File: src/hdl/lpfd_pkg.sv
// Package for the length-prefixed frame deframer.
// Holds the register indexes, the parse states, the result codes and the shared structs.
// No dependencies.
`default_nettype none

package lpfd_pkg;

  localparam int unsigned CFG_IDX_W  = 3;
  localparam int unsigned CFG_DATA_W = 16;

  typedef enum logic [CFG_IDX_W-1:0] {
    REG_HEADER      = 3'd0,
    REG_ASK_TYPE    = 3'd1,
    REG_REPLY_TYPE  = 3'd2,
    REG_VERSION     = 3'd3,
    REG_KEY_VERSION = 3'd4,
    REG_END         = 3'd5,
    REG_LEN_LIMIT   = 3'd6,
    REG_CHECK_EN    = 3'd7
  } lpfd_reg_t;

  localparam logic [7:0]  RST_HEADER      = 8'hAA;
  localparam logic [7:0]  RST_ASK_TYPE    = 8'h01;
  localparam logic [7:0]  RST_REPLY_TYPE  = 8'h02;
  localparam logic [7:0]  RST_VERSION     = 8'h10;
  localparam logic [7:0]  RST_KEY_VERSION = 8'h10;
  localparam logic [7:0]  RST_END         = 8'h55;
  localparam logic [15:0] RST_LEN_LIMIT   = 16'd512;
  localparam logic        RST_CHECK_EN    = 1'b1;

  typedef enum logic [1:0] {
    RK_PAYLOAD = 2'd0,
    RK_DONE    = 2'd1,
    RK_DROP    = 2'd2
  } lpfd_rkind_t;

  typedef enum logic [14:0] {
    ST_HUNT    = 15'h0001,
    ST_TYPE    = 15'h0002,
    ST_VERSION = 15'h0004,
    ST_MKIND   = 15'h0008,
    ST_MNUM0   = 15'h0010,
    ST_MNUM1   = 15'h0020,
    ST_MNUM2   = 15'h0040,
    ST_MNUM3   = 15'h0080,
    ST_KEYVER  = 15'h0100,
    ST_CMD     = 15'h0200,
    ST_LEN_LO  = 15'h0400,
    ST_LEN_HI  = 15'h0800,
    ST_PAYLOAD = 15'h1000,
    ST_CHECK   = 15'h2000,
    ST_END     = 15'h4000
  } lpfd_step_t;

  typedef struct packed {
    logic [7:0]  header_value;
    logic [7:0]  ask_type_value;
    logic [7:0]  reply_type_value;
    logic [7:0]  version_value;
    logic [7:0]  key_version_value;
    logic [7:0]  end_value;
    logic [15:0] length_limit;
    logic        check_enable;
  } lpfd_cfg_t;

  typedef struct packed {
    lpfd_rkind_t result_kind;
    logic [7:0]  payload_byte;
    logic [15:0] payload_index;
    logic        is_reply;
    logic [7:0]  machine_kind;
    logic [31:0] machine_number;
    logic [7:0]  command_code;
    logic [15:0] payload_length;
  } lpfd_result_t;

endpackage

`default_nettype wire

File: src/hdl/lpfd_if.sv
// Channel interfaces for the length-prefixed frame deframer.
// Input byte channel and result channel, valid/ready handshake.
// Depends on nothing.
`default_nettype none

interface lpfd_in_if;
  logic       valid;
  logic       ready;
  logic       kind;
  logic [7:0] rx_byte;

  modport source (output valid, output kind, output rx_byte, input ready);
  modport sink (input valid, input kind, input rx_byte, output ready);
endinterface

interface lpfd_out_if;
  logic        valid;
  logic        ready;
  logic [1:0]  result_kind;
  logic [7:0]  payload_byte;
  logic [15:0] payload_index;
  logic        is_reply;
  logic [7:0]  machine_kind;
  logic [31:0] machine_number;
  logic [7:0]  command_code;
  logic [15:0] payload_length;

  modport source (
    output valid, output result_kind, output payload_byte, output payload_index,
    output is_reply, output machine_kind, output machine_number, output command_code,
    output payload_length, input ready
  );
  modport sink (
    input valid, input result_kind, input payload_byte, input payload_index,
    input is_reply, input machine_kind, input machine_number, input command_code,
    input payload_length, output ready
  );
endinterface

`default_nettype wire

File: src/hdl/lpfd_cfg_regs.sv
// Configuration register file of the deframer.
// Plain write port, one register per index; depends on lpfd_pkg.
`default_nettype none

module lpfd_cfg_regs (
  input  wire logic                           clk,
  input  wire logic                           rst_n,
  input  wire logic                           cfg_we,
  input  wire logic [lpfd_pkg::CFG_IDX_W-1:0]  cfg_index,
  input  wire logic [lpfd_pkg::CFG_DATA_W-1:0] cfg_data,
  output lpfd_pkg::lpfd_cfg_t                 cfg
);
  import lpfd_pkg::*;

  lpfd_cfg_t cfg_r;
  lpfd_cfg_t cfg_nxt;

  always_comb begin
    cfg_nxt = cfg_r;
    if (cfg_we) begin
      case (lpfd_reg_t'(cfg_index))
        REG_HEADER:      cfg_nxt.header_value      = cfg_data[7:0];
        REG_ASK_TYPE:    cfg_nxt.ask_type_value    = cfg_data[7:0];
        REG_REPLY_TYPE:  cfg_nxt.reply_type_value  = cfg_data[7:0];
        REG_VERSION:     cfg_nxt.version_value     = cfg_data[7:0];
        REG_KEY_VERSION: cfg_nxt.key_version_value = cfg_data[7:0];
        REG_END:         cfg_nxt.end_value         = cfg_data[7:0];
        REG_LEN_LIMIT:   cfg_nxt.length_limit      = cfg_data[15:0];
        REG_CHECK_EN:    cfg_nxt.check_enable      = cfg_data[0];
        default:         cfg_nxt = cfg_r;
      endcase
    end
  end

  always_ff @(posedge clk) begin
    if (!rst_n) begin
      cfg_r.header_value      <= RST_HEADER;
      cfg_r.ask_type_value    <= RST_ASK_TYPE;
      cfg_r.reply_type_value  <= RST_REPLY_TYPE;
      cfg_r.version_value     <= RST_VERSION;
      cfg_r.key_version_value <= RST_KEY_VERSION;
      cfg_r.end_value         <= RST_END;
      cfg_r.length_limit      <= RST_LEN_LIMIT;
      cfg_r.check_enable      <= RST_CHECK_EN;
    end else begin
      cfg_r <= cfg_nxt;
    end
  end

  assign cfg = cfg_r;

endmodule

`default_nettype wire

File: src/hdl/lpfd_parse.sv
// Frame parse engine: one byte or release per cycle while acc is high, one optional result.
// Keeps the parse state, running XOR, counters and header fields; depends on lpfd_pkg.
`default_nettype none

module lpfd_parse (
  input  wire logic         clk,
  input  wire logic         rst_n,
  input  wire logic         acc,
  input  wire logic         kind,
  input  wire logic [7:0]   rx_byte,
  input  wire lpfd_pkg::lpfd_cfg_t cfg,
  output logic              res_valid,
  output lpfd_pkg::lpfd_result_t res
);
  import lpfd_pkg::*;

  lpfd_step_t  step_r, step_nxt;
  logic [7:0]  xor_r, xor_nxt;
  logic [15:0] count_r, count_nxt;
  logic [15:0] flen_r, flen_nxt;
  logic        held_r, held_nxt;
  logic        reply_r, reply_nxt;
  logic [7:0]  mkind_r, mkind_nxt;
  logic [31:0] mnum_r, mnum_nxt;
  logic [7:0]  cmd_r, cmd_nxt;

  lpfd_rkind_t rkind;
  logic [7:0]  rbyte;
  logic [15:0] ridx;
  logic [15:0] len_full;

  always_comb begin
    step_nxt  = step_r;
    xor_nxt   = xor_r;
    count_nxt = count_r;
    flen_nxt  = flen_r;
    held_nxt  = held_r;
    reply_nxt = reply_r;
    mkind_nxt = mkind_r;
    mnum_nxt  = mnum_r;
    cmd_nxt   = cmd_r;
    res_valid = 1'b0;
    rkind     = RK_PAYLOAD;
    rbyte     = 8'd0;
    ridx      = 16'd0;
    len_full  = {rx_byte, flen_r[7:0]};

    if (acc) begin
      if (kind) begin
        held_nxt = 1'b0;
      end else begin
        case (step_r)
          ST_HUNT: begin
            if (rx_byte == cfg.header_value && !held_r) begin
              xor_nxt   = 8'd0;
              count_nxt = 16'd0;
              flen_nxt  = 16'd0;
              reply_nxt = 1'b0;
              mkind_nxt = 8'd0;
              mnum_nxt  = 32'd0;
              cmd_nxt   = 8'd0;
              step_nxt  = ST_TYPE;
            end
          end
          ST_TYPE: begin
            if (rx_byte == cfg.ask_type_value) begin
              reply_nxt = 1'b0;
              step_nxt  = ST_VERSION;
            end else if (rx_byte == cfg.reply_type_value) begin
              reply_nxt = 1'b1;
              step_nxt  = ST_VERSION;
            end else begin
              step_nxt  = ST_HUNT;
              res_valid = 1'b1;
              rkind     = RK_DROP;
            end
          end
          ST_VERSION: begin
            if (rx_byte != cfg.version_value) begin
              step_nxt  = ST_HUNT;
              res_valid = 1'b1;
              rkind     = RK_DROP;
            end else begin
              xor_nxt  = rx_byte;
              step_nxt = ST_MKIND;
            end
          end
          ST_MKIND: begin
            mkind_nxt = rx_byte;
            xor_nxt   = xor_r ^ rx_byte;
            step_nxt  = ST_MNUM0;
          end
          ST_MNUM0: begin
            mnum_nxt = {24'd0, rx_byte};
            xor_nxt  = xor_r ^ rx_byte;
            step_nxt = ST_MNUM1;
          end
          ST_MNUM1: begin
            mnum_nxt = mnum_r | {16'd0, rx_byte, 8'd0};
            xor_nxt  = xor_r ^ rx_byte;
            step_nxt = ST_MNUM2;
          end
          ST_MNUM2: begin
            mnum_nxt = mnum_r | {8'd0, rx_byte, 16'd0};
            xor_nxt  = xor_r ^ rx_byte;
            step_nxt = ST_MNUM3;
          end
          ST_MNUM3: begin
            mnum_nxt = mnum_r | {rx_byte, 24'd0};
            xor_nxt  = xor_r ^ rx_byte;
            step_nxt = ST_KEYVER;
          end
          ST_KEYVER: begin
            if (rx_byte != cfg.key_version_value) begin
              step_nxt  = ST_HUNT;
              res_valid = 1'b1;
              rkind     = RK_DROP;
            end else begin
              xor_nxt  = xor_r ^ rx_byte;
              step_nxt = ST_CMD;
            end
          end
          ST_CMD: begin
            cmd_nxt  = rx_byte;
            xor_nxt  = xor_r ^ rx_byte;
            step_nxt = ST_LEN_LO;
          end
          ST_LEN_LO: begin
            flen_nxt = {8'd0, rx_byte};
            xor_nxt  = xor_r ^ rx_byte;
            step_nxt = ST_LEN_HI;
          end
          ST_LEN_HI: begin
            flen_nxt = len_full;
            xor_nxt  = xor_r ^ rx_byte;
            if (len_full == 16'd0) begin
              step_nxt = ST_CHECK;
            end else if (len_full >= cfg.length_limit) begin
              step_nxt  = ST_HUNT;
              res_valid = 1'b1;
              rkind     = RK_DROP;
            end else begin
              step_nxt = ST_PAYLOAD;
            end
          end
          ST_PAYLOAD: begin
            count_nxt = count_r + 16'd1;
            xor_nxt   = xor_r ^ rx_byte;
            if (count_nxt >= flen_r) begin
              step_nxt = ST_CHECK;
            end
            res_valid = 1'b1;
            rkind     = RK_PAYLOAD;
            rbyte     = rx_byte;
            ridx      = count_r;
          end
          ST_CHECK: begin
            if (cfg.check_enable && xor_r != rx_byte) begin
              step_nxt  = ST_HUNT;
              res_valid = 1'b1;
              rkind     = RK_DROP;
            end else begin
              step_nxt = ST_END;
            end
          end
          ST_END: begin
            step_nxt  = ST_HUNT;
            res_valid = 1'b1;
            if (rx_byte != cfg.end_value) begin
              rkind = RK_DROP;
            end else begin
              held_nxt = 1'b1;
              rkind    = RK_DONE;
            end
          end
          default: begin
            step_nxt  = ST_HUNT;
            xor_nxt   = 8'd0;
            count_nxt = 16'd0;
          end
        endcase
      end
    end
  end

  always_comb begin
    res.result_kind    = rkind;
    res.payload_byte   = rbyte;
    res.payload_index  = ridx;
    res.is_reply       = reply_nxt;
    res.machine_kind   = mkind_nxt;
    res.machine_number = mnum_nxt;
    res.command_code   = cmd_nxt;
    res.payload_length = flen_nxt;
  end

  always_ff @(posedge clk) begin
    if (!rst_n) begin
      step_r  <= ST_HUNT;
      xor_r   <= 8'd0;
      count_r <= 16'd0;
      flen_r  <= 16'd0;
      held_r  <= 1'b0;
      reply_r <= 1'b0;
      mkind_r <= 8'd0;
      mnum_r  <= 32'd0;
      cmd_r   <= 8'd0;
    end else begin
      step_r  <= step_nxt;
      xor_r   <= xor_nxt;
      count_r <= count_nxt;
      flen_r  <= flen_nxt;
      held_r  <= held_nxt;
      reply_r <= reply_nxt;
      mkind_r <= mkind_nxt;
      mnum_r  <= mnum_nxt;
      cmd_r   <= cmd_nxt;
    end
  end

`ifndef ASSERT_OFF
  a_res_needs_acc: assert property (@(posedge clk) disable iff (!rst_n)
    res_valid |-> acc && !kind)
    else $error("result without an accepted byte");

  a_done_holds: assert property (@(posedge clk) disable iff (!rst_n)
    (res_valid && res.result_kind == RK_DONE) |=> held_r && step_r == ST_HUNT)
    else $error("completed packet did not set the held flag");

  a_payload_in_frame: assert property (@(posedge clk) disable iff (!rst_n)
    (step_r == ST_PAYLOAD) |-> count_r < flen_r)
    else $error("payload count ran past the frame length");
`endif

endmodule

`default_nettype wire

File: src/hdl/lpfd_out_buf.sv
// Two-entry result buffer between the parse engine and the result channel.
// Lets a new byte be taken while a finished result waits; depends on lpfd_pkg.
`default_nettype none

module lpfd_out_buf (
  input  wire logic              clk,
  input  wire logic              rst_n,
  input  wire logic              push,
  input  wire lpfd_pkg::lpfd_result_t din,
  output logic                   room,
  output logic                   out_valid,
  input  wire logic              out_ready,
  output lpfd_pkg::lpfd_result_t dout
);
  import lpfd_pkg::*;

  lpfd_result_t mem_r [2];
  logic         wr_ptr_r, wr_ptr_nxt;
  logic         rd_ptr_r, rd_ptr_nxt;
  logic [1:0]   count_r, count_nxt;
  logic         pop;

  assign pop       = out_valid && out_ready;
  assign out_valid = count_r != 2'd0;
  assign room      = count_r != 2'd2;
  assign dout      = mem_r[rd_ptr_r];

  always_comb begin
    wr_ptr_nxt = push ? ~wr_ptr_r : wr_ptr_r;
    rd_ptr_nxt = pop ? ~rd_ptr_r : rd_ptr_r;
    count_nxt  = count_r + {1'b0, push} - {1'b0, pop};
  end

  always_ff @(posedge clk) begin
    if (push) begin
      mem_r[wr_ptr_r] <= din;
    end
  end

  always_ff @(posedge clk) begin
    if (!rst_n) begin
      wr_ptr_r <= 1'b0;
      rd_ptr_r <= 1'b0;
      count_r  <= 2'd0;
    end else begin
      wr_ptr_r <= wr_ptr_nxt;
      rd_ptr_r <= rd_ptr_nxt;
      count_r  <= count_nxt;
    end
  end

`ifndef ASSERT_OFF
  a_no_overflow: assert property (@(posedge clk) disable iff (!rst_n)
    push |-> count_r != 2'd2)
    else $error("result pushed into a full buffer");

  a_count_range: assert property (@(posedge clk) disable iff (!rst_n)
    count_r != 2'd3)
    else $error("buffer count out of range");

  a_ptr_gap: assert property (@(posedge clk) disable iff (!rst_n)
    (count_r == 2'd1) |-> wr_ptr_r != rd_ptr_r)
    else $error("buffer pointers disagree with count");
`endif

endmodule

`default_nettype wire

File: src/hdl/length_prefixed_frame_deframer.sv
// Top level of the length-prefixed frame deframer.
// Uses lpfd_pkg, lpfd_if, lpfd_cfg_regs, lpfd_parse and lpfd_out_buf.
//
//   channel   dir   transaction
//   in_ch     in    kind (0 byte, 1 release) + rx_byte
//   out_ch    out   payload byte, packet complete or packet dropped
//   cfg_*     in    register write, index + data, no read-back
//
// One input transaction per cycle while in_ch.ready is high; its result is registered
// and shows on out_ch the next cycle at the earliest. in_ch.ready drops only when the two-entry
// result buffer is full, so one result can wait on a stalled out_ch without stopping the input.
// Synchronous active-low reset; control and config registers take their default values, result storage is not reset.
`default_nettype none

module length_prefixed_frame_deframer (
  input  wire logic                           clk,
  input  wire logic                           rst_n,
  lpfd_in_if.sink                             in_ch,
  lpfd_out_if.source                          out_ch,
  input  wire logic                           cfg_we,
  input  wire logic [lpfd_pkg::CFG_IDX_W-1:0]  cfg_index,
  input  wire logic [lpfd_pkg::CFG_DATA_W-1:0] cfg_data
);
  import lpfd_pkg::*;

  lpfd_cfg_t    cfg;
  lpfd_result_t res;
  lpfd_result_t dout;
  logic         res_valid;
  logic         room;
  logic         acc;

  assign in_ch.ready = room;
  assign acc         = in_ch.valid && room;

  lpfd_cfg_regs u_cfg (
    .clk       (clk),
    .rst_n     (rst_n),
    .cfg_we    (cfg_we),
    .cfg_index (cfg_index),
    .cfg_data  (cfg_data),
    .cfg       (cfg)
  );

  lpfd_parse u_parse (
    .clk       (clk),
    .rst_n     (rst_n),
    .acc       (acc),
    .kind      (in_ch.kind),
    .rx_byte   (in_ch.rx_byte),
    .cfg       (cfg),
    .res_valid (res_valid),
    .res       (res)
  );

  lpfd_out_buf u_buf (
    .clk       (clk),
    .rst_n     (rst_n),
    .push      (res_valid),
    .din       (res),
    .room      (room),
    .out_valid (out_ch.valid),
    .out_ready (out_ch.ready),
    .dout      (dout)
  );

  assign out_ch.result_kind    = dout.result_kind;
  assign out_ch.payload_byte   = dout.payload_byte;
  assign out_ch.payload_index  = dout.payload_index;
  assign out_ch.is_reply       = dout.is_reply;
  assign out_ch.machine_kind   = dout.machine_kind;
  assign out_ch.machine_number = dout.machine_number;
  assign out_ch.command_code   = dout.command_code;
  assign out_ch.payload_length = dout.payload_length;

endmodule

`default_nettype wire

File: src/flat_wrapper.sv
// flat-port wrapper written by rule: the top's interface ports become plain ports
module length_prefixed_frame_deframer_flat import lpfd_pkg::*;
  (clk, rst_n, cfg_we, cfg_index, cfg_data, in_ch_valid, in_ch_kind, in_ch_rx_byte, in_ch_ready, out_ch_valid, out_ch_result_kind, out_ch_payload_byte, out_ch_payload_index, out_ch_is_reply, out_ch_machine_kind, out_ch_machine_number, out_ch_command_code, out_ch_payload_length, out_ch_ready);
  lpfd_in_if in_ch_i ();
  lpfd_out_if out_ch_i ();
  input  wire logic clk;
  input  wire logic rst_n;
  input  wire logic cfg_we;
  input  wire logic [lpfd_pkg::CFG_IDX_W-1:0] cfg_index;
  input  wire logic [lpfd_pkg::CFG_DATA_W-1:0] cfg_data;
  input wire logic [$bits(in_ch_i.valid)-1:0] in_ch_valid;
  input wire logic [$bits(in_ch_i.kind)-1:0] in_ch_kind;
  input wire logic [$bits(in_ch_i.rx_byte)-1:0] in_ch_rx_byte;
  output wire logic [$bits(in_ch_i.ready)-1:0] in_ch_ready;
  output wire logic [$bits(out_ch_i.valid)-1:0] out_ch_valid;
  output wire logic [$bits(out_ch_i.result_kind)-1:0] out_ch_result_kind;
  output wire logic [$bits(out_ch_i.payload_byte)-1:0] out_ch_payload_byte;
  output wire logic [$bits(out_ch_i.payload_index)-1:0] out_ch_payload_index;
  output wire logic [$bits(out_ch_i.is_reply)-1:0] out_ch_is_reply;
  output wire logic [$bits(out_ch_i.machine_kind)-1:0] out_ch_machine_kind;
  output wire logic [$bits(out_ch_i.machine_number)-1:0] out_ch_machine_number;
  output wire logic [$bits(out_ch_i.command_code)-1:0] out_ch_command_code;
  output wire logic [$bits(out_ch_i.payload_length)-1:0] out_ch_payload_length;
  input wire logic [$bits(out_ch_i.ready)-1:0] out_ch_ready;
  assign in_ch_i.valid = in_ch_valid;
  assign in_ch_i.kind = in_ch_kind;
  assign in_ch_i.rx_byte = in_ch_rx_byte;
  assign in_ch_ready = in_ch_i.ready;
  assign out_ch_valid = out_ch_i.valid;
  assign out_ch_result_kind = out_ch_i.result_kind;
  assign out_ch_payload_byte = out_ch_i.payload_byte;
  assign out_ch_payload_index = out_ch_i.payload_index;
  assign out_ch_is_reply = out_ch_i.is_reply;
  assign out_ch_machine_kind = out_ch_i.machine_kind;
  assign out_ch_machine_number = out_ch_i.machine_number;
  assign out_ch_command_code = out_ch_i.command_code;
  assign out_ch_payload_length = out_ch_i.payload_length;
  assign out_ch_i.ready = out_ch_ready;
  length_prefixed_frame_deframer u_core (.clk(clk), .rst_n(rst_n), .in_ch(in_ch_i), .out_ch(out_ch_i), .cfg_we(cfg_we), .cfg_index(cfg_index), .cfg_data(cfg_data));
endmodule
File: config.mk
export PLATFORM = sky130hd
export DESIGN_NAME = length_prefixed_frame_deframer_flat
export DESIGN_NICKNAME = d
export VERILOG_FILES = /design/src/hdl/lpfd_pkg.sv /design/src/hdl/lpfd_if.sv /design/src/hdl/lpfd_cfg_regs.sv /design/src/hdl/lpfd_parse.sv /design/src/hdl/lpfd_out_buf.sv /design/src/hdl/length_prefixed_frame_deframer.sv /design/src/flat_wrapper.sv
export SDC_FILE = /design/constraint.sdc
export NUM_CORES = 1
export LEC_CHECK = 0
export ABC_CLOCK_PERIOD_IN_PS = 15400
export CORE_ASPECT_RATIO = 1.5
export CORE_UTILIZATION = 45
export DETAILED_ROUTE_END_ITERATION = 16
export DONT_BUFFER_PORTS = 1
export GPL_TIMING_DRIVEN = 0
export PLACE_DENSITY = 0.66
export SYNTH_ARGS = -nofsm -noshare
export SYNTH_HDL_FRONTEND = slang
export SYNTH_HIERARCHICAL = 1
export SYNTH_SLANG_ARGS = --single-unit
File: constraint.sdc
create_clock -name clk -period 15.4 [get_ports clk]
set_clock_uncertainty 0.15 [all_clocks]
set_input_delay 3.85 -clock clk [delete_from_list [all_inputs] [get_ports clk]]
set_output_delay 3.85 -clock clk [all_outputs]
set_load 0.005 [all_outputs]
* Word level (Yosys, flattened, before mapping)
Memory sizes are Yosys's and may differ from the RTL's. A register that Yosys moved wholly into a read port is not among the register bits. Cells that the tools add are included.
Word-level totals: bits in registers 174, memory bits (writable) 182, input port bits 33, output and inout port bits 93, word-level logic and storage cells 167, memories kept 1
Cells by class: $add $sub $neg 3, $lt $le $gt $ge 2, eq/ne operators 35, mux-type cells 72, bitwise operators 9, reduce and logical (&&, ||, !) cells 25
Memory list:
- u_core.u_buf.mem_r | depth 2, width 91, rd ports 1, clocked after memory_dff 1, write ports 1, RTL line lpfd_out_buf.sv:17 | lpfd_result_t mem_r [2];
Operators with widths (count):
- $pmux W15 S14 | 1
- $pmux W32 S5 | 1
- $mux W16 | 7
- $mux W32 | 3
- $mux W8 | 12
- $pmux W16 S3 | 2
- $mux W15 | 3
- $pmux W8 S5 | 1
- $ge A16 B16 Y1 | 2
- $ne A8 B8 Y1 | 4
- $or A32 B16 Y32 | 1
- $or A32 B24 Y32 | 1
- $or A32 B32 Y32 | 1
- $pmux W8 S2 | 2
- $eq A8 B8 Y1 | 3
- $mux W1 | 21
- $mux W2 | 10
- $add A16 B1 Y16 const B | 1
- $logic_not A16 Y1 | 1
- $reduce_and A2 Y1 | 8
- $eq A15 B1 Y1 const B | 1
- $eq A15 B10 Y1 const B | 1
- $eq A15 B11 Y1 const B | 1
- $eq A15 B12 Y1 const B | 1
- other kinds (38) | 57

* Longest topological paths before layout
depth after elaboration 8, depth in mapped cells 15, depth with buffers taken out 13

* Cells and area by module
Netlist, hierarchy kept.
Modules (own cells, without submodules):
- lpfd_out_buf | times used 1, cells each 306, area each 7260.7 µm²
- lpfd_parse | times used 1, cells each 888, area each 6862.8 µm²
- lpfd_cfg_regs | times used 1, cells each 252, area each 2615.0 µm²
- length_prefixed_frame_deframer | times used 1, cells each 1, area each 6.3 µm²

* Worst setup path before layout
OpenSTA, ideal clock, no wires.
kind input to register, start point in in_ch_rx_byte[7], end point mem u_core/u_buf/mem_r[0][0] (netlist name), enable pin, library setup time 0.553 ns, data arrival time 9.283 ns, setup slack 5.414 ns, stages 10, cells stage by stage clkbuf_1 > buf_1 > xor2_1 > nor4_1 > nand2_1 > nand3_1 > o211ai_1 > nor3_1 > o22ai_1 > nor2b_1
Between the ends: cells in the longest elaborated chain, start to end 8, elaborated cells between the ends (all ways) 20, those cells by class 1 x order compare; 5 x eq/ne; 12 x mux; 2 x reduce/logical
Ends and longest elaborated chain:
- from (decl) | RTL line flat_wrapper.sv:13 | input wire logic [$bits(in_ch_i.rx_byte)-1:0] in_ch_rx_byte;
- $ge A16 B16 Y1, or another cell as far along | RTL line lpfd_parse.sv:138 | end else if (len_full >= cfg.length_limit) begin
- $mux W1, or another cell as far along | RTL line lpfd_parse.sv:138
- $mux W1 (on tied branches) | RTL line lpfd_parse.sv:136, lpfd_parse.sv:66, lpfd_parse.sv:158
- $pmux W1 S6 (*) | RTL line lpfd_parse.sv:52 | case (step_r)
- $mux W1 (*) | RTL line lpfd_parse.sv:49 | if (kind) begin
- $mux W1 (*) | RTL line lpfd_parse.sv:48 | if (acc) begin
- named net u_core.res_valid | RTL line length_prefixed_frame_deframer.sv:29 | logic res_valid;
- $mux W1 (*) | RTL line lpfd_out_buf.sv:35 | if (push) begin
- $mux W1 (not written as such) (*) | RTL line lpfd_out_buf.sv:36 | mem_r[wr_ptr_r] <= din;
- to (decl) | RTL line lpfd_out_buf.sv:17
The timed path passes the listed nets; every way through them passes the cells marked *.

* Worst setup path after layout
start point in in_ch_rx_byte[7], end point mem u_core/u_buf/mem_r[0][10] (netlist name), enable pin
Same word-level chain as after synthesis.

==> results.md <==
* Resized Gates After CTS at 0
* Worst Setup End Kind: register
* Met1 wire length at 15.07 mm
* Outcome: complete, no violations
* Synth Area per Inst at roughly 12 um2
* CTS root buf: clkbuf_16
* Max clock buf depth at 3
* Routed len/inst at around 20 um
* Most common cell after layout, fill and taps aside: edfxtp_1
* Vias in the first global route at approximately 11000
* CP endpoint: u_core/u_buf/mem_r[0][10]
* Count of different cell masters after synthesis at 72
* # rows at 86
* Crit path DAT at 7.15 ns
* Max Transition Viols Final at 0
* Max Fclk at between 0.1 and 0.15 GHz
* Post-Syn Area at roughly 17000 um2
* Post-synth EDFFs at ~180
* Reg2Reg Depth at 12
* Post-synth top flop: edfxtp_1
* Max_slew headroom at 0.1817
* Grt ovf at 0
* Tmin final at 7.083 ns
* Cells after Synth at 1447
* Placement Setup Slack at 7.741 ns
* Port-buffer cells at 0
* Die H at 238.3 um
* Antenna Nets Post-Route at 0
* Max cap viols at 0
* Hold-fix buffers, CTS at 0
* Fraction of layout cells with a size suffix above 1 at 0.1531
* WS Path Type: in -> reg
* Reg clk slew, reported paths at ~0.060 ns
* Final non-filler cell total at 1999
* Type of the most critical hold path: reg -> reg
* Critical Path Start Type: input port
* Top sig layer: met4
* Die width at 159.5 um
* Leading cell types in the layout, fill and taps excluded: edfxtp_1 (182), dfxtp_1 (175), nand2_1 (173), mux2_4 (90), mux2i_1 (75)
* Diodes inserted at 0
* Synth Warn # at 6
* Initial antenna violation count at 0
* Hold depth at 2
* Capturing point of the worst reg2reg path: u_core/u_buf/mem_r[0][10]
* Routed vias/inst at 5.395
* Worst-Skew Late Latency at 0.54 ns
* Fillers at 3226
* Die area at 38000 um2
* CP Max Fanout at 29
* Unrepaired setup endpoints after global routing: false
* Sequential Area at around 9000 um2
* Sequential cell area fraction in the yosys report at 0.5356
* Via count at 10790
* Synthesized net count at 1515
* # setup viols final at 0
* # placed instances at around 1900
* Final Instance Area at about 19000 um2
* Asr flop ratio synth at 0
* Area growth, synth to finish at 10.98%
* Multi-input logic area at 7008 um2
* Final HPWL from detailed placement at roughly 28 mm
* Worst-Margin Slew at 1.216 ns
* Final Cycle Share at 0.4600
* Leakage at 0.007188 uW
* Met3 wire len at 1.752 mm
* Number of synthesized register bits at between 300 and 400
* Cts bufs inserted at 35
* Pwr/cell area at 107.1 nW/um2
* Req. time, crit path at between 15 and 20 ns
* GRT Total Usage at 0.2106
* First-pass GRT wire length at 61.73 mm
* Worst Setup Slack, final at 8.317 ns
* Clk sinks at around 360
* Total Neg Setup Slack at 0 ns
* Drt drc at 0
* FF-to-FF setup slack at 10.93 ns
* DR pass1 iterations at 5
* Largest net degree at the start of global routing at 62
* H-tree depth at 2
* Routed WL at 39.40 mm
* Fin. Hold Viols at 0
* Starting Density at 0.4564
* VDD IR max at just over 0.00008 V
* Start of the worst register-to-register path: u_core/u_parse/step_r[1]
* Initial DRC count at 583
* I/O Pins at 126
* CTS tree: yes
* Start point of the critical path: in_ch_rx_byte[7]
* Final GP Congestion at 0.9036
* Dpl cell area at 17450 um2
* Core ar. at 36690 um2
* Met2 wire length at 20.61 mm
* Postcts setup bufs at 0
* Final net count at between 1500 and 2000
## cell families (layout without fill, tap and decap cells)
| logic type | after synthesis | in the layout | share of synthesized area |
|---|---|---|---|
| xor+xnor | 75 | 75 | 0.04005 |
| mux | 166 | 166 | 0.1262 |
| compound gates | 169 | 169 | 0.06471 |
| simple gates | 507 | 507 | 0.1608 |
| fa+ha+maj | 35 | 35 | 0.02615 |
| flops | 357 | 357 | 0.5356 |
| buf+inv | 138 | 206 | 0.04648 |
## registers in the layout, indices dropped and copies added, names as in the netlist, named ones only
name                    flops
u_core/u_parse/reply_r      1
u_core/u_parse/step_r      15
u_core/u_buf/wr_ptr_r       1
u_core/u_cfg/cfg           65
u_core/u_parse/held_r       1
u_core/u_buf/count_r        2
u_core/u_parse/flen_r      16
u_core/u_parse/mnum_r      32
u_core/u_parse/xor_r        8
u_core/u_parse/cmd_r        8
u_core/u_buf/rd_ptr_r       1
u_core/u_buf/mem_r        182
u_core/u_parse/mkind_r      8
u_core/u_parse/count_r     16
## how the worst min path moves through the flow
stage	start	endpoint	slack, ns
2_1_floorplan	u_core/u_parse/held_r	u_core/u_parse/held_r	0.28
3_3_place_gp	u_core/u_cfg/cfg[9]	u_core/u_cfg/cfg[9]	0.29
3_5_place_dp	u_core/u_cfg/cfg[9]	u_core/u_cfg/cfg[9]	0.30
4_1_cts	u_core/u_cfg/cfg[9]	u_core/u_cfg/cfg[9]	0.31
5_1_grt	u_core/u_cfg/cfg[7]	u_core/u_cfg/cfg[7]	0.32
6_report	u_core/u_cfg/cfg[12]	u_core/u_cfg/cfg[12]	0.31
## stage by stage
stage	hold WS, ns	power [uW]	util
final	0.3081	1990	0.5064
after global routing	0.3224	2057	0.5064
after CTS	0.3112	2013	0.5064
after detailed placement	0.3028	1166	0.4755
after global placement	0.2945	1164	0.4729
after floorplan	0.2788	1130	-
## report_power, final
group | internal [uW] | switching [uW]
registers | 994 | 3.37
logic | 64.7 | 80.7
clock network | 475 | 372
total | 1530 | 456
## cells in the mapped netlist (5+ instances only)
library cell | instances | share of area
a21o_1 | 5 | 0.0022
a21oi_1 | 42 | 0.013
nor2_1 | 55 | 0.012
nand2b_1 | 5 | 0.0019
dfxtp_1 | 175 | 0.21
buf_12 | 9 | 0.011
xnor2_1 | 30 | 0.016
nor2_2 | 20 | 0.0075
o2bb2ai_1 | 7 | 0.0037
buf_6 | 9 | 0.0061
a21boi_0 | 42 | 0.019
buf_2 | 18 | 0.0054
ha_1 | 35 | 0.026
nor2b_1 | 38 | 0.014
mux2_4 | 90 | 0.081
nand4_1 | 20 | 0.0075
edfxtp_1 | 182 | 0.33
clkbuf_1 | 50 | 0.011
and2_1 | 67 | 0.025
buf_4 | 6 | 0.0027
nand3_1 | 58 | 0.017
nand2_1 | 173 | 0.039
a31oi_1 | 8 | 0.0030
xor2_1 | 44 | 0.023
nor4_1 | 15 | 0.0056
inv_1 | 44 | 0.0099
mux2i_1 | 75 | 0.045
o21ai_1 | 7 | 0.0021
o21ai_0 | 32 | 0.0096
and3_1 | 10 | 0.0037
## layer usage
layer	vias up	GRT usage
met4	0	0.1104
li1	5180	-
met3	110	0.03337
met1	5232	0.2274
met2	263	0.3929
met5	-	0
## critical path, cell delays in order
cell and delay, ns:
clkbuf_1 0.28, buf_1 0.68, xor2_1 0.20, nor4_1 0.09, nand2_1 0.18, nand3_1 0.12
o211ai_1 0.19, nor3_1 0.08, o22ai_1 0.44, nor2b_4 0.50, buf_12 0.26, buf_12 0.23
## area by class of cell
cell class,instances,share of cell area
buffer,94,0.03299
clock buffer,38,0.04774
clock inverter,26,0.01333
inverter,44,0.008888
multi-input combinational,952,0.3771
sequential,357,0.4826
tap,484,0.03259
timing repair buffer,4,0.004713
Power figures use the tool's default switching activity.
